### src/rtl/pcld_pkg.sv
// Shared types, constants and decode helpers of the pin command line decoder.
// No dependencies; all other files import this package.
package pcld_pkg;

	localparam int ADC_WIDTH_DEF = 10;
	localparam int LINE_KEEP     = 5;
	localparam int POS_W         = 3;
	localparam int SEGMENT_PINS  = 8;
	localparam int SEG_IDX_W     = 3;
	localparam int CMDQ_DEPTH    = 4;
	localparam int BCD_DIGITS    = 5;
	localparam int DIG_IDX_W     = 3;

	// character codes
	localparam logic [7:0] CH_NL    = 8'h0A;
	localparam logic [7:0] CH_W     = 8'h57;
	localparam logic [7:0] CH_R     = 8'h52;
	localparam logic [7:0] CH_D     = 8'h44;
	localparam logic [7:0] CH_A     = 8'h41;
	localparam logic [7:0] CH_H     = 8'h48;
	localparam logic [7:0] CH_L     = 8'h4C;
	localparam logic [7:0] CH_F     = 8'h46;
	localparam logic [7:0] CH_0     = 8'h30;
	localparam logic [7:0] CH_9     = 8'h39;
	localparam logic [7:0] CH_LC_A  = 8'h61;
	localparam logic [7:0] CH_LC_Z  = 8'h7A;
	localparam logic [7:0] CASE_BIT = 8'h20;

	typedef enum logic [1:0] {
		ACT_PIN  = 2'd0,
		ACT_PWM  = 2'd1,
		ACT_CHAR = 2'd2
	} action_t;

	typedef enum logic [2:0] {
		CMD_WD,
		CMD_WA,
		CMD_WH,
		CMD_RD,
		CMD_RA
	} cmd_kind_t;

	// decoded command; arg is level, duty, segment code or response char
	typedef struct packed {
		cmd_kind_t   kind;
		logic [6:0]  pin;
		logic [7:0]  arg;
	} cmd_t;

	// common-anode seven-segment codes, hex digits 0..F
	localparam logic [7:0] SEG_CODES [16] = '{
		8'hC0, 8'hF9, 8'hA4, 8'hB0, 8'h99, 8'h92, 8'h82, 8'hF8,
		8'h80, 8'h90, 8'h88, 8'h83, 8'hC6, 8'hA1, 8'h86, 8'h8E
	};

	// floor(255*d/9) for d = 0..9
	localparam logic [7:0] DUTY_TABLE [10] = '{
		8'd0, 8'd28, 8'd56, 8'd85, 8'd113, 8'd141, 8'd170, 8'd198, 8'd226, 8'd255
	};

	function automatic logic [3:0] dec_val(input logic [7:0] c);
		logic [3:0] r;
		r = 4'd0;
		if (c >= CH_0 && c <= CH_9) begin
			r = c[3:0];
		end
		return r;
	endfunction

	function automatic logic [3:0] hex_val(input logic [7:0] c);
		logic [3:0] r;
		r = 4'd0;
		if (c >= CH_0 && c <= CH_9) begin
			r = c[3:0];
		end else if (c >= CH_A && c <= CH_F) begin
			r = 4'(c[3:0] + 4'd9);
		end
		return r;
	endfunction

	function automatic logic [7:0] fold_case(input logic [7:0] c);
		logic [7:0] r;
		r = c;
		if (c >= CH_LC_A && c <= CH_LC_Z) begin
			r = c & ~CASE_BIT;
		end
		return r;
	endfunction

endpackage

### src/rtl/pcld_cmd_fifo.sv
// Small command queue between front and back end.
// Depends on pcld_pkg.
module pcld_cmd_fifo import pcld_pkg::*; #(
	parameter int DATA_W = $bits(cmd_t) + ADC_WIDTH_DEF,
	parameter int DEPTH  = CMDQ_DEPTH
) (
	input  logic              clk,
	input  logic              arst_n,
	input  logic              push,
	input  logic [DATA_W-1:0] wr_data,
	input  logic              pop,
	output logic [DATA_W-1:0] rd_data,
	output logic              full,
	output logic              empty
);

	localparam int PTR_W = (DEPTH > 1) ? $clog2(DEPTH) : 1;
	localparam int CNT_W = $clog2(DEPTH + 1);

	logic [DATA_W-1:0] mem_q [DEPTH];
	logic [PTR_W-1:0]  wr_q;
	logic [PTR_W-1:0]  rd_q;
	logic [CNT_W-1:0]  count_q;

	assign full    = (count_q == CNT_W'(DEPTH));
	assign empty   = (count_q == '0);
	assign rd_data = mem_q[rd_q];

	always_ff @(posedge clk) begin
		if (push) begin
			mem_q[wr_q] <= wr_data;
		end
	end

	always_ff @(posedge clk or negedge arst_n) begin
		if (!arst_n) begin
			wr_q    <= '0;
			rd_q    <= '0;
			count_q <= '0;
		end else begin
			if (push) begin
				wr_q <= (wr_q == PTR_W'(DEPTH - 1)) ? '0 : wr_q + PTR_W'(1);
			end
			if (pop) begin
				rd_q <= (rd_q == PTR_W'(DEPTH - 1)) ? '0 : rd_q + PTR_W'(1);
			end
			if (push && !pop) begin
				count_q <= count_q + CNT_W'(1);
			end else if (pop && !push) begin
				count_q <= count_q - CNT_W'(1);
			end
		end
	end

	a_no_overflow: assert property (@(posedge clk) disable iff (!arst_n)
		!(push && full)) else $error("command queue written while full");
	a_no_underflow: assert property (@(posedge clk) disable iff (!arst_n)
		!(pop && empty)) else $error("command queue read while empty");
	a_count_track: assert property (@(posedge clk) disable iff (!arst_n)
		(push && !pop) |=> !empty) else $error("queue empty after a lone push");

endmodule

### config.mk
export PLATFORM = sky130hd
export DESIGN_NAME = pcld_cmd_fifo
export DESIGN_NICKNAME = d
export VERILOG_FILES = /design/src/rtl/pcld_pkg.sv /design/src/rtl/pcld_cmd_fifo.sv
export SDC_FILE = /design/constraint.sdc
export NUM_CORES = 1
export LEC_CHECK = 0
export ABC_AREA = 1
export BUFFER_PORTS_ARGS = -buffer_cell sky130_fd_sc_hd__buf_2
export CAP_MARGIN = 25
export CORE_MARGIN = 4
export CORE_UTILIZATION = 45
export DETAILED_ROUTE_END_ITERATION = 10
export GPL_TIMING_DRIVEN = 0
export PLACE_DENSITY_LB_ADDON = 0.08
export SLEW_MARGIN = 20
export SYNTH_ARGS = -nofsm -noshare
export SYNTH_HDL_FRONTEND = slang
export SYNTH_SLANG_ARGS = --single-unit
### constraint.sdc
create_clock -name clk -period 2.3 [get_ports clk]
set_clock_uncertainty 0.2 [all_clocks]
set_input_delay 0.46 -clock clk [delete_from_list [all_inputs] [get_ports clk]]
set_output_delay 0.46 -clock clk [all_outputs]
set_load 0.02 [all_outputs]
Word-level counts from Yosys, hierarchy flattened
Memory sizes are Yosys's and may differ from the RTL's.
Index checks and enable logic that the tools add are counted.
Cells by class
  add/sub/neg operators: 4
  multiply operators: 0
  div/mod/pow operators: 0
  $lt $le $gt $ge: 0
  eq/ne operators: 3
  shift operators: 0
  muxes and demuxes: 6
  bitwise operators: 0
  reductions and logical operators: 6
Operators with widths (count)
  2-to-1 mux 3 bit: 2
  adder 2 x 1 -> 2 bit, second input constant: 2
  == test 2 bit, second input constant: 2
  2-to-1 mux 2 bit: 2
  adder 3 x 1 -> 3 bit, second input constant: 1
  == test 3 bit, second input constant: 1
  zero test 3 bit: 1
  subtractor 3 x 1 -> 3 bit, second input constant: 1
  logical AND 1 bit: 2
  zero test 1 bit: 2
  2-to-1 mux 1 bit: 2
  nonzero test 2 bit: 1
Storage, ports and cells
  flip-flop bits (word level): 7
  latch bits: 0
  memory bits (writable): 112
  memory bits (read-only): 0
  output and inout port bits: 30
  logic and storage cells: 23
  memories kept: 1
Memories
  mem_q: depth 4, width 28, rd ports 1, clocked after Yosys merged registers in 0, wr ports 1, line pcld_cmd_fifo.sv:20  | logic [DATA_W-1:0] mem_q [DEPTH];

Longest topological paths before layout
Gate-level depths: netlist of run 1.
  word-level depth: 4
  mapped depth: 9

Worst setup path before layout of run 1
No wires, ideal clock.
  path kind: register -> register
  start: reg wr_q[0]
  end: mem mem_q[2][0] (netlist bit), enable pin
  arrival: 1.209 ns
  required time: 1.717 ns
  setup slack: 0.508 ns
  stages on the path, launching flop included: 5
  buffers on the path: 0
  cell sequence: dfrtp_1 inv_1 ha_1 nand2_1 inv_1
RTL lines
  from (decl): line pcld_cmd_fifo.sv:21  | logic [PTR_W-1:0] wr_q;
  from (signal assigned): line pcld_cmd_fifo.sv:42  | wr_q <= (wr_q == PTR_W'(DEPTH - 1)) ? '0 : wr_q + PTR_W'(1);
  to (decl): line pcld_cmd_fifo.sv:20
Straight into the memory's write port.

Final worst setup path of run 1
  start: reg rd_q[0]
  end: out rd_data[5]
On the way
  longest elaborated chain between the ends: 1
RTL lines
  from (decl): line pcld_cmd_fifo.sv:22  | logic [PTR_W-1:0] rd_q;
  from (signal assigned): line pcld_cmd_fifo.sv:45  | rd_q <= (rd_q == PTR_W'(DEPTH - 1)) ? '0 : rd_q + PTR_W'(1);
  memory (4 x 28 bit)
  to (decl): line pcld_cmd_fifo.sv:12  | output logic [DATA_W-1:0] rd_data,
No other way between the ends.

==> flow_summary.yaml, run 1 <==
run_status:
  status: "finished with violations"
  violations: "negative setup slack"
timing:
  hold_violations: 0
  fmax_mhz: 419
  layout_min_cycle_time_ns: 2.39
  drv_slew: 0
  setup_viol: 28
  setup_ws_ns: -0.0864
  fin_crit_sh: 1.04
  tightest_slew_ns: 0.741
  relSlewSlack: 0.506
  rsz0062_at_grt: "yes"
logic_synthesis:
  synth.top_cells.by_count: "edfxtp_1 (112), nand2_1 (98), inv_1 (67)"
  yosys.area_share.simple: 0.0795
  synth-compound-area-share: 0.102
  synthXorXnorAreaFrac: 0.00177
  syn_area_per_cell_sq_um: 13.1
  yosys_warnings: 0
  synth_area_sq_mm: 0.00494
  synth_area_leaders: "edfxtp_1 (68%), nand2_1 (7.4%), o211ai_1 (6.7%), inv_1 (5.1%), dfrtp_1 (3.5%)"
  synth_cells: 378
  ys_ff_latch: 119
  synth_edf_count: 112
  yosysSeqAreaShare: 0.716
  synthMuxAreaShare: 0
  yosysMostFrequentCell: "edfxtp_1"
  synth_top_family_by_area: "compound AO/OA/AOI/OAI gates"
  async_reset_ff_frac: 0.0588
  synth_flop_cell: "edfxtp_1"
  syn_nets: 417
  synth_top_area_share: 0.680
  ys_types: 21
  yosys.area_share.adder: 0.0192
  synth_top_area_cell: "edfxtp_1"
global_route:
  grt_overflow: 0
  grt_max_degree: 29
  grt_pass1_wl_microns: 16200
  grt_pass1_vias: 3119
  antenna_found_initial: 0
  grt_usage: 0.171
worst_setup_path:
  crit_path_start_kind: "flop"
  critPathCaptureType: "primary output"
  crit_type: "flop to primary output"
  path_max_fanout: 10
  arrival_ns: 1.73
  crit_required_ns: 1.64
routing:
  drtAntennaViolNets: 0
  wl_per_cell_microns: 16.0
  first_iter_violations: 150
  wl_microns: 10300
  vias: 3072
  drcViolationCount: 0
  vias_per_cell: 4.76
  dr.pass1.iters: 4
power_and_ir_drop:
  p_per_area_mw_per_mm2: 1320
  p_leak_nw: 2.76
  vdd_drop_max_v: 0.000699
floorplanning:
  row_count: 38
  die_x_microns: 113
  io_pins: 62
  dieArea_sq_mm: 0.0127
  initial_utilization: 0.458
  core_sq_mm: 0.0108
  die_y_microns: 113
clocking:
  numCtsBuffers: 17
  clk_pin_slew_ns: 0.06
  htree_levels: 4
  cts_max_path_buffers: 2
  root_buffer: "clkbuf_8"
  worstSkewPairLatency_ns: 0.51
  cts_tree: "done"
  clock_sinks: 119
place:
  port_buffers: 61
  place_area_sq_mm: 0.00543
  gp_congestion: 0.712
  place_hpwl_microns: 5880
  place_ws_ns: 0.195
layout:
  drive_gt1_frac: 0.279
  fin_nets: 532
  diodes: 0
  final_area_sq_mm: 0.00657
  syn_to_final_growth_pct: 32.9
  n_fill_cell: 865
min_path:
  hp-class: "input port to flop"
flow_run:
  drv_cap: 0
[registers in the layout, indices dropped and copies added (netlist names)]
signal,cells
wr_q,2
rd_q,2
mem_q,112
count_q,3
[per-stage QoR]
step	instances	hold WS [ns]	utilization	setup TNS [ns]	power, mW
after global placement	579	0.113	0.503	-1.39	5.69
final	646	0.0387	0.609	-1.10	8.69
after floorplan	378	-0.0356	-	0	4.82
after CTS	642	0.000483	0.592	-2.20	8.46
after detailed placement	579	0.116	0.503	0	5.74
after global routing	646	0.0390	0.609	-4.14	9.20
[cells in the final DEF (no fill, tap or decap), types with 3 or more instances in the layout]
cell type / synthesis / routed
edfxtp_1: 112 / 112
nand2_2: 0 / 6
o211ai_1: 44 / 44
buf_4: 3 / 4
buf_6: 8 / 17
inv_2: 2 / 5
ha_1: 6 / 6
clkbuf_16: 0 / 19
clkinv_2: 0 / 3
dlygate4sd3_1: 0 / 30
buf_12: 0 / 5
o211ai_2: 12 / 12
clkinvlp_4: 0 / 6
dfrtp_1: 7 / 7
nand2_1: 98 / 91
inv_1: 67 / 63
buf_2: 5 / 51
[report_power, final]
part           switching [mW]  internal (mW)
Clock                   0.952           1.54
Combinational            1.92           1.30
Sequential              0.139           2.84
Total                    3.01           5.67
[logic make-up (layout without fill, tap and decap cells)]
| group | after synthesis | after routing |
|---|---|---|
| XOR/XNOR | 1 | 1 |
| buffers and inverters | 87 | 215 |
| flip-flops | 119 | 119 |
| AO/OA/AOI/OAI | 61 | 61 |
| AND/OR/NAND/NOR | 103 | 103 |
| adder cells (fa/ha/maj) | 7 | 7 |
[worst max-delay path, stage by stage, from the launching register on]
cell and delay (ns):
dfrtp_1 0.41, inv_4 0.11, buf_2 0.27, nand2_1 0.08, o211ai_1 0.10, nand2_1 0.08
buf_2 0.16
[final cells by class]
cell class / count / area (sq um) / area share
Inverter: 69 / 262 / 0.0398
Tap cell: 140 / 175 / 0.0267
Clock inverter: 15 / 155 / 0.0236
Clock buffer: 17 / 414 / 0.0630
Timing Repair Buffer: 96 / 768 / 0.117
Multi-Input combinational cell: 172 / 1020 / 0.156
Buffer: 18 / 233 / 0.0354
Sequential cell: 119 / 3540 / 0.539
[timing repair]
item	4_1_cts	5_1_grt
hold endpoints to repair	121	0
resized for setup	25	31
setup endpoints to repair	28	28
pin swaps	0	8
cloned	0	3
hold buffers	30	0
setup buffers	1	1
[per-layer routing]
metal	GRT usage	vias up	share of wire
met4	0.0889	0	0.017
met5	0	-	0
li1	-	1537	-
met1	0.212	1441	0.44
met2	0.280	77	0.49
met3	0.0428	17	0.048
[final timing paths]
kind	slack [ns]	endpoint	cells past startpoint	start
worst max-delay path	-0.09	rd_data[5]	6	rd_q[0]
worst min-delay path	0.04	wr_q[0]	2	push
worst max register to register	0.45	mem_q[2][15]	4	wr_q[0]
worst min register to register	0.31	count_q[2]	2	count_q[2]
max in group asynchronous	1.62	count_q[2]	2	arst_n
min in group asynchronous	0.11	wr_q[1]	2	arst_n
(Power assumes the default switching activity.)
==> run 2, diff against run 1 <==
HOLD_SLACK_MARGIN = 0.06   (was default)
==> flow_summary.yaml, run 2 (same netlist as run 1, synthesis figures left out) <==
clocking:
  worstSkewPairLatency_ns: 0.51
  clk_pin_slew_ns: 0.06
  root_buffer: "clkbuf_8"
  cts_tree: "done"
  clock_sinks: 119
  cts_max_path_buffers: 2
  numCtsBuffers: 17
  htree_levels: 4
worst_setup_path:
  critPathCaptureType: "primary output"
  crit_path_start_kind: "flop"
  crit_type: "flop to primary output"
  arrival_ns: 1.72
  crit_required_ns: 1.64
  path_max_fanout: 10
global_route:
  grt_overflow: 0
  grt_pass1_vias: 3107
  grt_usage: 0.171
  antenna_found_initial: 0
  grt_pass1_wl_microns: 16100
  grt_max_degree: 29
layout:
  syn_to_final_growth_pct: 33.1
  final_common_cell: "edfxtp_1"
  top_regs: "mem_q: 112 flops, count_q: 3 flops"
  layout_common_cells: "edfxtp_1 (112), nand2_1 (91), inv_1 (63)"
  diodes: 0
  fin_nets: 533
  largest-register: "mem_q"
  final_area_sq_mm: 0.00658
  largest_register_ffs: 112
  drive_gt1_frac: 0.278
routing:
  wl_per_cell_microns: 16.0
  vias: 3092
  wl_microns: 10400
  drcViolationCount: 0
  first_iter_violations: 149
  vias_per_cell: 4.78
  drtAntennaViolNets: 0
  dr.pass1.iters: 4
place:
  port_buffers: 61
  place_hpwl_microns: 5880
  gp_congestion: 0.712
  place_area_sq_mm: 0.00543
timing:
  setup_ws_ns: -0.0788
  drv_slew: 0
  tightest_slew_ns: 0.743
  fmax_mhz: 420
  fin_crit_sh: 1.03
  layout_min_cycle_time_ns: 2.38
  hold_violations: 0
  tns_ns: -1.08
  rsz0062_at_grt: "yes"
  relSlewSlack: 0.505
  setup_viol: 27
run_status:
  status: "finished with violations"
  violations: "negative setup slack"
floorplanning:
  row_count: 38
  io_pins: 62
  core_sq_mm: 0.0108
  dieArea_sq_mm: 0.0127
  die_y_microns: 113
  initial_utilization: 0.458
  die_x_microns: 113
power_and_ir_drop:
  vdd_drop_max_v: 0.000709
  p_per_area_mw_per_mm2: 1320
  total_power_mw: 8.69
  p_leak_nw: 2.76
flow_run:
  drv_cap: 0
min_path:
  hp-class: "input port to asynchronous set/reset pin"
run 2: cell count changes in the layout (fill, tap and decap cells not counted), sizes merged:
cell         change
dlygate4sd3      +1
run 2: path summary, 6_finish.rpt:
check                           start      endpoint  slack (ns)  depth (start not counted)
hold reg to reg            count_q[2]    count_q[2]        0.31                          2
min in group clk           count_q[2]    count_q[2]        0.31                          2
setup reg to reg              wr_q[0]  mem_q[2][15]        0.44                          4
hold / removal                 arst_n       wr_q[1]        0.12                          2
setup / recovery              rd_q[0]    rd_data[5]       -0.08                          6
max in group asynchronous      arst_n    count_q[2]        1.61                          2
run 2: layer usage:
metal,GRT usage,routed length (microns)
met1,0.210,4580
met2,0.281,5150
met3,0.0428,441
met4,0.0889,182
met5,0,0
run 2: what timing repair did:
item / 4_1_cts / 5_1_grt
buffers inserted: 1 / 1
pin swaps: 0 / 8
hold buffers: 31 / 0
endpoints found under the hold margin: 123 / 0
gates cloned: 0 / 3
setup endpoints to repair: 28 / 28
gates resized for setup: 25 / 31
run 2: through the flow:
| stage | util | hold slack, ns | std cells | setup WS [ns] |
|---|---|---|---|---|
| 3_3_place_gp | 0.503 | 0.113 | 579 | -0.0336 |
| 5_1_grt | 0.610 | 0.126 | 647 | -0.197 |
| 2_1_floorplan | - | -0.0356 | 378 | 0.508 |
| 4_1_cts | 0.593 | 0.0931 | 643 | -0.110 |
| 3_5_place_dp | 0.503 | 0.116 | 579 | 0.195 |
| 6_report | 0.610 | 0.117 | 647 | -0.0788 |
run 2: area by class of cell:
cell class / instances / area, sq um
Clock inverter: 15 / 155
Multi-Input combinational cell: 172 / 1020
Tap cell: 140 / 175
Buffer: 18 / 233
Inverter: 69 / 262
Clock buffer: 17 / 414
Fill cell: 864 / 4210
Timing Repair Buffer: 97 / 778
Sequential cell: 119 / 3540
run 2: power breakdown:
group | total, mW | switching, mW | leakage [nW] | internal [mW]
Combinational | 3.22 | 1.93 | 1.39 | 1.30
Clock | 2.49 | 0.953 | 0.263 | 1.54
Sequential | 2.98 | 0.139 | 1.11 | 2.84
Total | 8.69 | 3.02 | 2.76 | 5.67
run 2: worst max-delay path: stages, from the launching register on:
cell,delay [ns]
dfrtp_1,0.41
inv_4,0.11
buf_2,0.27
nand2_1,0.08
o211ai_1,0.10
nand2_1,0.08
buf_2,0.16
