### src/rtl/pcld_pkg.sv
// Shared types, constants and decode helpers of the pin command line decoder.
// No dependencies; all other files import this package.
package pcld_pkg;

	localparam int ADC_WIDTH_DEF = 10;
	localparam int LINE_KEEP     = 5;
	localparam int POS_W         = 3;
	localparam int SEGMENT_PINS  = 8;
	localparam int SEG_IDX_W     = 3;
	localparam int CMDQ_DEPTH    = 4;
	localparam int BCD_DIGITS    = 5;
	localparam int DIG_IDX_W     = 3;

	// character codes
	localparam logic [7:0] CH_NL    = 8'h0A;
	localparam logic [7:0] CH_W     = 8'h57;
	localparam logic [7:0] CH_R     = 8'h52;
	localparam logic [7:0] CH_D     = 8'h44;
	localparam logic [7:0] CH_A     = 8'h41;
	localparam logic [7:0] CH_H     = 8'h48;
	localparam logic [7:0] CH_L     = 8'h4C;
	localparam logic [7:0] CH_F     = 8'h46;
	localparam logic [7:0] CH_0     = 8'h30;
	localparam logic [7:0] CH_9     = 8'h39;
	localparam logic [7:0] CH_LC_A  = 8'h61;
	localparam logic [7:0] CH_LC_Z  = 8'h7A;
	localparam logic [7:0] CASE_BIT = 8'h20;

	typedef enum logic [1:0] {
		ACT_PIN  = 2'd0,
		ACT_PWM  = 2'd1,
		ACT_CHAR = 2'd2
	} action_t;

	typedef enum logic [2:0] {
		CMD_WD,
		CMD_WA,
		CMD_WH,
		CMD_RD,
		CMD_RA
	} cmd_kind_t;

	// decoded command; arg is level, duty, segment code or response char
	typedef struct packed {
		cmd_kind_t   kind;
		logic [6:0]  pin;
		logic [7:0]  arg;
	} cmd_t;

	// common-anode seven-segment codes, hex digits 0..F
	localparam logic [7:0] SEG_CODES [16] = '{
		8'hC0, 8'hF9, 8'hA4, 8'hB0, 8'h99, 8'h92, 8'h82, 8'hF8,
		8'h80, 8'h90, 8'h88, 8'h83, 8'hC6, 8'hA1, 8'h86, 8'h8E
	};

	// floor(255*d/9) for d = 0..9
	localparam logic [7:0] DUTY_TABLE [10] = '{
		8'd0, 8'd28, 8'd56, 8'd85, 8'd113, 8'd141, 8'd170, 8'd198, 8'd226, 8'd255
	};

	function automatic logic [3:0] dec_val(input logic [7:0] c);
		logic [3:0] r;
		r = 4'd0;
		if (c >= CH_0 && c <= CH_9) begin
			r = c[3:0];
		end
		return r;
	endfunction

	function automatic logic [3:0] hex_val(input logic [7:0] c);
		logic [3:0] r;
		r = 4'd0;
		if (c >= CH_0 && c <= CH_9) begin
			r = c[3:0];
		end else if (c >= CH_A && c <= CH_F) begin
			r = 4'(c[3:0] + 4'd9);
		end
		return r;
	endfunction

	function automatic logic [7:0] fold_case(input logic [7:0] c);
		logic [7:0] r;
		r = c;
		if (c >= CH_LC_A && c <= CH_LC_Z) begin
			r = c & ~CASE_BIT;
		end
		return r;
	endfunction

endpackage

### src/rtl/pcld_ifs.sv
// Valid/ready channel interfaces of the pin command line decoder.
// Depends on pcld_pkg.
interface pcld_cmd_if import pcld_pkg::*; #(
	parameter int ADC_WIDTH = ADC_WIDTH_DEF
);
	logic                 valid;
	logic                 ready;
	logic [7:0]           char_in;
	logic                 button_level;
	logic [ADC_WIDTH-1:0] adc_sample;

	modport source(output valid, char_in, button_level, adc_sample, input ready);
	modport sink(input valid, char_in, button_level, adc_sample, output ready);
endinterface


### src/rtl/pcld_front.sv
// Front end: line buffer with case folding, command decode on newline.
// Depends on pcld_pkg and pcld_ifs.
module pcld_front import pcld_pkg::*; #(
	parameter int ADC_WIDTH = ADC_WIDTH_DEF
) (
	input  logic                 clk,
	input  logic                 arst_n,
	pcld_cmd_if.sink             cmd,
	input  logic                 q_full,
	output logic                 push,
	output cmd_t                 push_cmd,
	output logic [ADC_WIDTH-1:0] push_adc
);

	logic [7:0]       line_q [LINE_KEEP];
	logic [POS_W-1:0] pos_q;
	logic             accept;
	logic             is_nl;
	logic             cmd_ok;
	logic [3:0]       d_hi;
	logic [3:0]       d_lo;
	logic [6:0]       pin;

	assign cmd.ready = !q_full;
	assign accept    = cmd.valid && cmd.ready;
	assign is_nl     = (cmd.char_in == CH_NL);

	always_ff @(posedge clk or negedge arst_n) begin
		if (!arst_n) begin
			pos_q <= '0;
			for (int i = 0; i < LINE_KEEP; i++) begin
				line_q[i] <= '0;
			end
		end else if (accept) begin
			if (is_nl) begin
				pos_q <= '0;
				for (int i = 0; i < LINE_KEEP; i++) begin
					line_q[i] <= '0;
				end
			end else if (pos_q < POS_W'(LINE_KEEP)) begin
				line_q[pos_q] <= fold_case(cmd.char_in);
				pos_q         <= pos_q + POS_W'(1);
			end
		end
	end

	// pin = 10*tens + ones, as shift-add
	assign d_hi = dec_val(line_q[2]);
	assign d_lo = dec_val(line_q[3]);
	assign pin  = 7'({d_hi, 3'b000}) + 7'({d_hi, 1'b0}) + 7'(d_lo);

	always_comb begin
		cmd_ok        = 1'b0;
		push_cmd.kind = CMD_WD;
		push_cmd.pin  = pin;
		push_cmd.arg  = '0;
		if (line_q[0] == CH_W) begin
			if (line_q[1] == CH_D) begin
				if (line_q[4] == CH_H) begin
					cmd_ok       = 1'b1;
					push_cmd.arg = 8'd1;
				end else if (line_q[4] == CH_L) begin
					cmd_ok       = 1'b1;
				end
			end else if (line_q[1] == CH_A) begin
				cmd_ok        = 1'b1;
				push_cmd.kind = CMD_WA;
				push_cmd.arg  = DUTY_TABLE[dec_val(line_q[4])];
			end else if (line_q[1] == CH_H) begin
				cmd_ok        = 1'b1;
				push_cmd.kind = CMD_WH;
				push_cmd.arg  = SEG_CODES[hex_val(line_q[4])];
			end
		end else if (line_q[0] == CH_R) begin
			if (line_q[1] == CH_D) begin
				cmd_ok        = 1'b1;
				push_cmd.kind = CMD_RD;
				push_cmd.pin  = '0;
				push_cmd.arg  = cmd.button_level ? CH_H : CH_L;
			end else if (line_q[1] == CH_A) begin
				cmd_ok        = 1'b1;
				push_cmd.kind = CMD_RA;
				push_cmd.pin  = '0;
			end
		end
	end

	assign push     = accept && is_nl && cmd_ok;
	assign push_adc = cmd.adc_sample;

endmodule

### src/flat_wrapper.sv
// flat-port wrapper written by rule: the top's interface ports become plain ports
module pcld_front_flat import pcld_pkg::*;
#(
	parameter int ADC_WIDTH = ADC_WIDTH_DEF
)
  (clk, arst_n, q_full, push, push_cmd, push_adc, cmd_valid, cmd_char_in, cmd_button_level, cmd_adc_sample, cmd_ready);
  pcld_cmd_if #(.ADC_WIDTH(ADC_WIDTH)) cmd_i ();
  input  logic clk;
  input  logic arst_n;
  input  logic q_full;
  output logic push;
  output cmd_t push_cmd;
  output logic [ADC_WIDTH-1:0] push_adc;
  input wire logic [$bits(cmd_i.valid)-1:0] cmd_valid;
  input wire logic [$bits(cmd_i.char_in)-1:0] cmd_char_in;
  input wire logic [$bits(cmd_i.button_level)-1:0] cmd_button_level;
  input wire logic [$bits(cmd_i.adc_sample)-1:0] cmd_adc_sample;
  output wire logic [$bits(cmd_i.ready)-1:0] cmd_ready;
  assign cmd_i.valid = cmd_valid;
  assign cmd_i.char_in = cmd_char_in;
  assign cmd_i.button_level = cmd_button_level;
  assign cmd_i.adc_sample = cmd_adc_sample;
  assign cmd_ready = cmd_i.ready;
  pcld_front #(.ADC_WIDTH(ADC_WIDTH)) u_core (.clk(clk), .arst_n(arst_n), .cmd(cmd_i), .q_full(q_full), .push(push), .push_cmd(push_cmd), .push_adc(push_adc));
endmodule
### config.mk
export PLATFORM = sky130hd
export DESIGN_NAME = pcld_front_flat
export DESIGN_NICKNAME = d
export VERILOG_FILES = /design/src/rtl/pcld_pkg.sv /design/src/rtl/pcld_ifs.sv /design/src/rtl/pcld_front.sv /design/src/flat_wrapper.sv
export SDC_FILE = /design/constraint.sdc
export NUM_CORES = 1
export LEC_CHECK = 0
export BUFFER_PORTS_ARGS = -buffer_cell sky130_fd_sc_hd__buf_2
export CORE_UTILIZATION = 60
export CTS_CLUSTER_SIZE = 20
export DETAILED_ROUTE_END_ITERATION = 10
export GPL_ROUTABILITY_DRIVEN = 0
export HOLD_SLACK_MARGIN = 0.02
export PLACE_DENSITY = 0.82
export SYNTH_ARGS = -nofsm -noshare
export SYNTH_HDL_FRONTEND = slang
export SYNTH_SLANG_ARGS = --single-unit
### constraint.sdc
create_clock -name clk -period 8.6 [get_ports clk]
set_clock_uncertainty 0.1 [all_clocks]
set_input_delay 0 -clock clk [delete_from_list [all_inputs] [get_ports clk]]
set_output_delay 0 -clock clk [all_outputs]
set_load 0.03 [all_outputs]
# ---- Word level (Yosys, flattened, before mapping)
# Memory sizes are Yosys's and may differ from the RTL's.
# Cells that the tools add are included.
dict set report totals {
  regBits 43
  romBits 256
  inputBits 23
  output_inout_bits 30
  n_memories 2
}
# name depth word_bits rd rd_clocked_by_memory_dff write_ports line
set memory_table {}
lappend memory_table {{(name not given)} 16 8 1 0 0 pcld_front.sv:72} ;# push_cmd.arg = SEG_CODES[hex_val(line_q[4])];
lappend memory_table {{(name not given)} 16 8 1 0 0 pcld_front.sv:68} ;# push_cmd.arg = DUTY_TABLE[dec_val(line_q[4])];
dict set report classes {
  add_sub_neg 4
  n_lt_le_gt_ge 15
  eq_ne 8
  mux 51
  bitwise_logic 3
  n_reduce_logical 12
}
# cell n
set op_table {}
lappend op_table {{$mux 8} 13}
lappend op_table {{$mux 40} 2}
lappend op_table {{$eq 8x7->1 const B} 7}
lappend op_table {{$mux 4} 12}
lappend op_table {{$bwmux 40} 1}
lappend op_table {{$demux 8 s3} 1}
lappend op_table {{$ge 8x6->1 const B} 3}
lappend op_table {{$le 8x6->1 const B} 3}
lappend op_table {{$mux 10} 2}
lappend op_table {{$mux 18} 1}
lappend op_table {{$mux 3} 6}
lappend op_table {{$ge 8x7->1 const B} 2}
lappend op_table {{$le 8x7->1 const B} 2}
lappend op_table {{$ge 5x5->1 const B} 2}
lappend op_table {{$mux 1} 10}
lappend op_table {{$not 4->5} 2}
lappend op_table {{$logic_and 1x1->1} 9}
lappend op_table {{$eq 8x4->1 const B} 1}
lappend op_table {{$add 7x4->7} 1}
lappend op_table {{$add 7x5->7} 1}
lappend op_table {{$mux 7} 1}
lappend op_table {{$mux 6} 1}
lappend op_table {{$add 4x4->4 const B} 1}
lappend op_table {{$ge 4x4->1 const B} 1}
lappend op_table {{8 further kinds} 8}

# ---- Logic depth before layout (Yosys ltp)
# Gate-level depths: netlist of run 1.
dict set report depth {
  ltp_word 16
  ltp_mapped 15
  depth_no_buf 13
}

# ---- Worst setup path after synthesis of run 1
# OpenSTA, ideal clock, no wires.
dict set report synth_path {
  path_kind {register to output}
  startpoint {register u_core.line_q[18] (netlist bit)}
  endpoint {output push_cmd[14] (netlist bit)}
  t_arrival_ns 3.006
  path_slack_ns 5.494
  path_stages_with_launch 16
  n_path_buf 2
  cell_sequence {dfrtp_1 > clkbuf_1 > o21ai_0 > and4_1 > clkbuf_1 > and2_1 > ha_1 > ha_1 > inv_1 > fa_1 > inv_1 > a21o_1 > maj3_1 > mux2i_1 > a2bb2oi_1 > nor2_1}
}
# element line
set synth_lines {}
lappend synth_lines {{from (decl)} pcld_front.sv:15} ;# logic [7:0] line_q [LINE_KEEP];
lappend synth_lines {{from (signal, indexed assignment)} pcld_front.sv:41} ;# line_q[pos_q] <= fold_case(cmd.char_in);
lappend synth_lines {{to (decl)} flat_wrapper.sv:12} ;# output cmd_t push_cmd;

==> results.md, run 1 <==
- Status: completed
- MaxCap Viol Count: 0
- Top FF cell, synth: dfrtp_1
- Nets: 479
- Clock power share: 14.3%
- Residual DRC: 0
- Die X: ~75 microns
- GR Overflow Total: 0
- DR vias/cell: 5.79
- Top delay family on crit path: adder cells
- Clock Tree Buf Depth: 2
- DR iter-0 viols: roughly 150
- Worst Path Max Fanout: 7
- Die height: around 75 microns
- # IOs: 53
- RSZ-0062 raised after global routing: no
- Max VDD drop: 150 uV
- Worst-Skew Late Latency: 0.30 ns
- Worst Path Buf+Inv: 3
- Internal power: 0.506 mW
- Mean post-synth cell area: 7.95 sq um
- Leak: 1.65 nW
- Critical Path RT: 8.50 ns
- Die area: 0.00568 sq mm
- Seq pwr share: 45.1%
- Min-Delay Path Class: primary input to register
- Setup CP Type: register to output port
- DP Wirelength: approximately 5.3 mm
- Sink Count: 43
- Maximum number of pins on one net before global-route repair: 44
- Fillcell total: 429
- Fraction of registers with async set/reset: 100%
- Post-CTS Resized: 0
- Crit path largest cell delay: 0.47 ns
- Final Setup Violations: 0
- Site Rows: 26
- Global Route Usage Sum: 27.6%
- Slew HR: 36.1%
- Worst EP arrival: 3.27 ns
- First-pass GRT wire length: 12.0 mm
- IO buf count: 32
- Overall Power: slightly below 0.9 mW
- Setup_tns: 0 ns
- CP startpoint kind: register
- Net count after synthesis: between 400 and 500
- Slew Viols, Final: 0
- Layout cells sized above 1: 12.9%
- Hold Slack: roughly 0.085 ns
- Area delta synth->final: 11.2%
- EDFF count, synth: 0
- # H-tree levels: 2
- Synthesized cell area: roughly 0.0032 sq mm
- Number of antenna violations at the first check in global routing: 0
- First drt pass iteration count: 5
- Placed Cells: 480
- Detail Route Antenna Nets: 0
- Num CTS Buffers: 5
- Yosys Warn Count: 0
- Routed wire length: 7.38 mm
- CTS tree: built
- Slew @ Worst Pin: 0.958 ns
- Tcrit/Tclk final: 39.1%
- Post-layout min period: 3.37 ns
- Fin cells: 505
- Register area share after synthesis: 33.3%
- Vias in the first global route: 2,580
- WL/cell: 14.6 microns
- Net Switching: around 0.38 mW
- Core area: 0.00514 sq mm
- CTS root buffer: clkbuf_8
- Distinct cell type count after synthesis: 63
- Max Freq: 297 MHz
- Combinational share of power: 40.6%
- Power per cell area: about 250 mW/mm^2
- Critical path's slowest cell: dfrtp_1
- Final Hold Viols: 0
- Cells after synthesis: 406
- Antenna cells: 0
- Sw Ratio: 42.6%
- Synth Register Bits: between 40 and 50
- Clk slew on worst S/H paths: 0.08 ns
- Initial core utilization: a little over three fifths
- Via Count: 2,926
- Crit-path cells: o21ai_0 -> and4_1 -> and2_1 -> ha_1 -> ha_1 -> inv_1 -> fa_1 -> inv_1 -> a21o_1 -> maj3_1 -> mux2i_1 -> a2bb2oi_1 -> nor2_1 -> buf_2
- CP Capture Type: output port
## worst reg2reg max path, stage by stage (launching register included)
cell     delay [ns]
dfrtp_1        0.45
inv_1          0.13
or4_1          0.72
nand2_1        0.14
o22ai_1        0.07
## cells in the mapped netlist, types with 3 or more instances
cell | instances | share of area, %
clkbuf_1 | 16 | 1.9
or3_1 | 3 | 0.58
and2_1 | 6 | 1.2
nand2_1 | 93 | 11
nand2b_1 | 6 | 1.2
nand4_1 | 4 | 0.78
xnor2_1 | 4 | 1.1
buf_2 | 3 | 0.47
mux2i_1 | 4 | 1.2
a21o_1 | 3 | 0.70
xor2_1 | 3 | 0.81
nor2b_1 | 8 | 1.6
o211ai_1 | 3 | 0.70
o21ai_0 | 10 | 1.6
a21oi_1 | 14 | 2.2
dfrtp_1 | 43 | 33
o21ai_1 | 25 | 3.9
inv_1 | 13 | 1.5
o22ai_1 | 20 | 3.9
nand3_1 | 8 | 1.2
and4_1 | 3 | 0.81
ha_1 | 21 | 8.1
and3_1 | 3 | 0.58
nor4_1 | 4 | 0.78
buf_4 | 10 | 2.3
nor2_1 | 28 | 3.3
## layout make-up
| cell class | count | area, sq um | area share (%) |
|---|---|---|---|
| clock buffers | 6 | 72.6 | 2.02 |
| clock inverters | 2 | 12.5 | 0.349 |
| flip-flops and latches | 43 | 1080 | 30.0 |
| multi-input cells | 319 | 1950 | 54.2 |
| well taps | 70 | 87.6 | 2.44 |
| inverters | 15 | 57.6 | 1.60 |
| repair buffers | 50 | 338 | 9.41 |
## metrics by stage
stage | utilization (%) | worst slack, ns | instance area, sq um
finish | 69.8 | 5.23 | 3590
global placement | 64.9 | 5.63 | 3330
detailed placement | 64.9 | 5.55 | 3330
floorplan | - | 5.49 | 3230
CTS | 69.8 | 5.22 | 3590
global route | 69.8 | 4.87 | 3590
## layout by cell type, fill, tap and decap left out, types with 8 or more instances in the layout
cell,count
a21oi_1,14
buf_2,32
dfrtp_1,43
dlygate4sd3_1,17
ha_1,21
inv_1,13
nand2_1,93
nand3_1,8
nor2_1,27
nor2b_1,8
o21ai_0,10
o21ai_1,25
o22ai_1,20
## final timing paths
kind	startpoint	slack, ns	end	depth (start not counted)
worst max-delay path	u_core.line_q[18]	5.23	push_cmd[14]	14
worst min-delay path	cmd_char_in[1]	0.09	u_core.line_q[9]	3
worst max register to register	u_core.pos_q[1]	6.85	u_core.line_q[21]	4
worst min register to register	u_core.line_q[12]	0.42	u_core.line_q[12]	2
max in group asynchronous	arst_n	7.50	u_core.line_q[27]	2
min in group asynchronous	arst_n	0.30	u_core.line_q[18]	2
## registers in the layout, indices dropped and copies added, names as in the netlist
signal and flops:
u_core.line_q 40, u_core.pos_q 3
## routing by layer
metal	vias up	share of wire, %	track usage, %
li1	1459	-	-
met1	1336	46	39.0
met2	118	47	44.9
met3	13	5.7	3.17
met4	0	1.7	8.44
met5	-	0	0
## power groups by stage
| stage | clock (mW) | sequential, mW | combinational [mW] |
|---|---|---|---|
| CTS | 0.128 | 0.394 | 0.357 |
| detailed placement | 0 | 0.399 | 0.344 |
| global route | 0.133 | 0.411 | 0.409 |
| floorplan | 0 | 0.357 | 0.308 |
| finish | 0.126 | 0.398 | 0.358 |
| global placement | 0 | 0.391 | 0.330 |
## timing repair
item                                   CTS  global route
endpoints found under the hold margin   80             0
hold buffers                            17             0
setup buffers                            0             0
## cells by family after synthesis
family                     count (synthesis)  synth area share, %
buffers and inverters                     44                 6.44
DFF                                       43                 33.3
adders and majority gates                 24                 9.38
muxes                                      6                 1.94
and+or+nand+nor                          187                 28.6
AOI/OAI and AO/OA                         95                 18.4
xor gates and xnor gates                   7                 1.90
(Power assumes the default switching activity.)
==> run 2: changes to the inputs <==
CORE_UTILIZATION = 57   (was 60)
PLACE_DENSITY = 0.79   (was 0.82)
clock period = 3.42 ns   (was 8.6 ns; I/O delays follow)
==> results.md, run 2 (synthesized netlist as in run 1, its figures left out) <==
- Leak: 1.69 nW (+2.3%)
- Tcrit/Tclk final: 96.0%
- Final core occ: 67.4% (-2.5 points)
- Final Setup Violations: 0 (unchanged)
- Overall Power: 2.27 mW (+160%)
- Final Cell Area: 0.00369 sq mm (+2.7%)
- DP Wirelength: 5.31 mm (-0.45%)
- Num CTS Buffers: 5 (unchanged)
- CTS tree: built
- Die area: 0.00597 sq mm (+5.1%)
- Routed wire length: 7.58 mm (+2.7%)
- Post-layout min period: ~3.3 ns
- DP Area: 0.00336 sq mm (+0.68%)
- Fillcell total: 473 (+10%)
- Clock Tree Buf Depth: 2 (unchanged)
- Layout cells sized above 1: 16.0% (+3.2 points)
- Setup_tns: 0 ns (unchanged)
- Slew Viols, Final: 0 (unchanged)
- Detail Route Antenna Nets: 0 (unchanged)
- Min-Delay Path Class: primary input to register
- Critical Path RT: 3.32 ns (-5.18 ns)
- # IOs: 53 (unchanged)
- GR Overflow Total: 0 (unchanged)
- Vias in the first global route: 2,777 (+7.6%)
- Final Hold Viols: 0 (unchanged)
- Worst EP arrival: 3.18 ns (-0.09 ns)
- Leading registers by flop count: u_core.line_q (40), u_core.pos_q (3)
- MaxCap Viol Count: 0 (unchanged)
- Slew HR: 37.1% (+0.91 points)
- Initial core utilization: 59.0% (-3.8 points)
- Sink Count: 43 (unchanged)
- Global Route Usage Sum: 26.5% (-1.1 points)
- Worst-Skew Late Latency: 0.30 ns (about the same)
- Antenna cells: 0 (unchanged)
- CP Capture Type: output port
- Most frequent cells in the layout: 93 x nand2_1, 40 x dfrtp_1, 30 x buf_2
- Worst slack, placed: 0.358 ns (-5.19 ns)
- Status: completed
- Area delta synth->final: 14.3%
- Maximum number of pins on one net before global-route repair: 44 (unchanged)
- Via Count: 3,015 (+3.0%)
- # H-tree levels: 2 (unchanged)
- Die height: 77.2 microns (+2.5%)
- Setup CP Type: register to output port
- Max reg flops: 40 (unchanged)
- Site Rows: 27 (+3.8%)
- DR vias/cell: 5.85 (+1.0%)
- DR iter-0 viols: 226 (+56%)
- WL/cell: 14.7 microns (+0.66%)
- First-pass GRT wire length: 12.8 mm (+6.3%)
- CTS root buffer: clkbuf_8
- Worst Path Max Fanout: 9 (+2)
- Residual DRC: 0 (unchanged)
- Nets: 487 (+1.7%)
- Final Worst Setup Slack: 0.136 ns (-5.10 ns)
- Slew @ Worst Pin: 0.944 ns (-0.0136 ns)
- Max VDD drop: 487 uV (+220%)
- Die X: 77.2 microns (+2.5%)
- Core area: 0.00547 sq mm (+6.5%)
- Register area: 0.00108 sq mm (+0.35%)
- First drt pass iteration count: 4 (-1)
- Max Freq: 304 MHz
- CP startpoint kind: register
- Largest reg by FF count: u_core.line_q
- Most common cell after layout, fill and taps aside: nand2_1
- Multi-input logic area: 0.00195 sq mm (+0.39%)
- Number of antenna violations at the first check in global routing: 0 (unchanged)
- Power per cell area: 616 mW/mm^2 (+150%)
- Reg-to-reg slack, setup: 1.66 ns (-5.19 ns)
- Clk slew on worst S/H paths: 0.08 ns (about the same)
- IO buf count: 32 (unchanged)
[run 2: area by class of cell]
type	count	area share [%]
Multi-Input combinational cell	319	53.0
Sequential cell	43	29.3
Timing Repair Buffer	58	11.3
Tap cell	72	2.44
Clock buffer	5	1.87
Inverter	15	1.63
Clock inverter	3	0.543
[run 2: critical path: stages (launching register included)]
cell	delay, ns
dfrtp_2	0.48
inv_1	0.15
ha_1	0.23
or3b_1	0.38
and4_1	0.25
nand2_1	0.08
nand2_1	0.14
clkinvlp_4	0.18
ha_1	0.24
nor2_1	0.07
a2111o_1	0.34
a31oi_1	0.17
buf_4	0.18
[run 2: repair_timing]
item | 4_1_cts | 5_1_grt
setup buffers | 0 | 7
endpoints found under the setup margin | 0 | 7
hold buffers | 17 | 0
endpoints found under the hold margin | 80 | 0
gates resized for setup | 0 | 13
[run 2: path summary, 6_finish.rpt]
check                                  startpoint           endpoint  cells past startpoint
worst min register to register  u_core.line_q[36]  u_core.line_q[36]                      2
worst max-delay path             u_core.line_q[0]        push_cmd[4]                     12
worst max register to register    u_core.pos_q[1]  u_core.line_q[21]                      4
min in group asynchronous                  arst_n  u_core.line_q[16]                      2
max in group asynchronous                  arst_n   u_core.line_q[0]                      2
worst min-delay path                    cmd_valid    u_core.pos_q[0]                      4
[run 2: routing by layer]
metal  routed length (microns)  vias to the layer above  track usage [%]
li1                          -                     1482                -
met1                      3490                     1425             36.0
met2                      3590                       93             43.2
met3                       345                       15             4.05
met4                       158                        0             8.68
met5                         0                        -                0
[run 2: through the flow]
stage	hold WS (ns)	instances
2_1_floorplan	-0.396	406
4_1_cts	0.0701	508
5_1_grt	0.104	515
3_3_place_gp	-0.0998	483
3_5_place_dp	-0.0998	483
6_report	0.0750	515
[run 2: power by group]
group          switching (mW)  total (mW)  internal, mW
Clock                   0.182       0.324         0.142
Combinational           0.535       0.952         0.417
Sequential              0.251       0.996         0.745
Total                   0.968        2.27          1.30
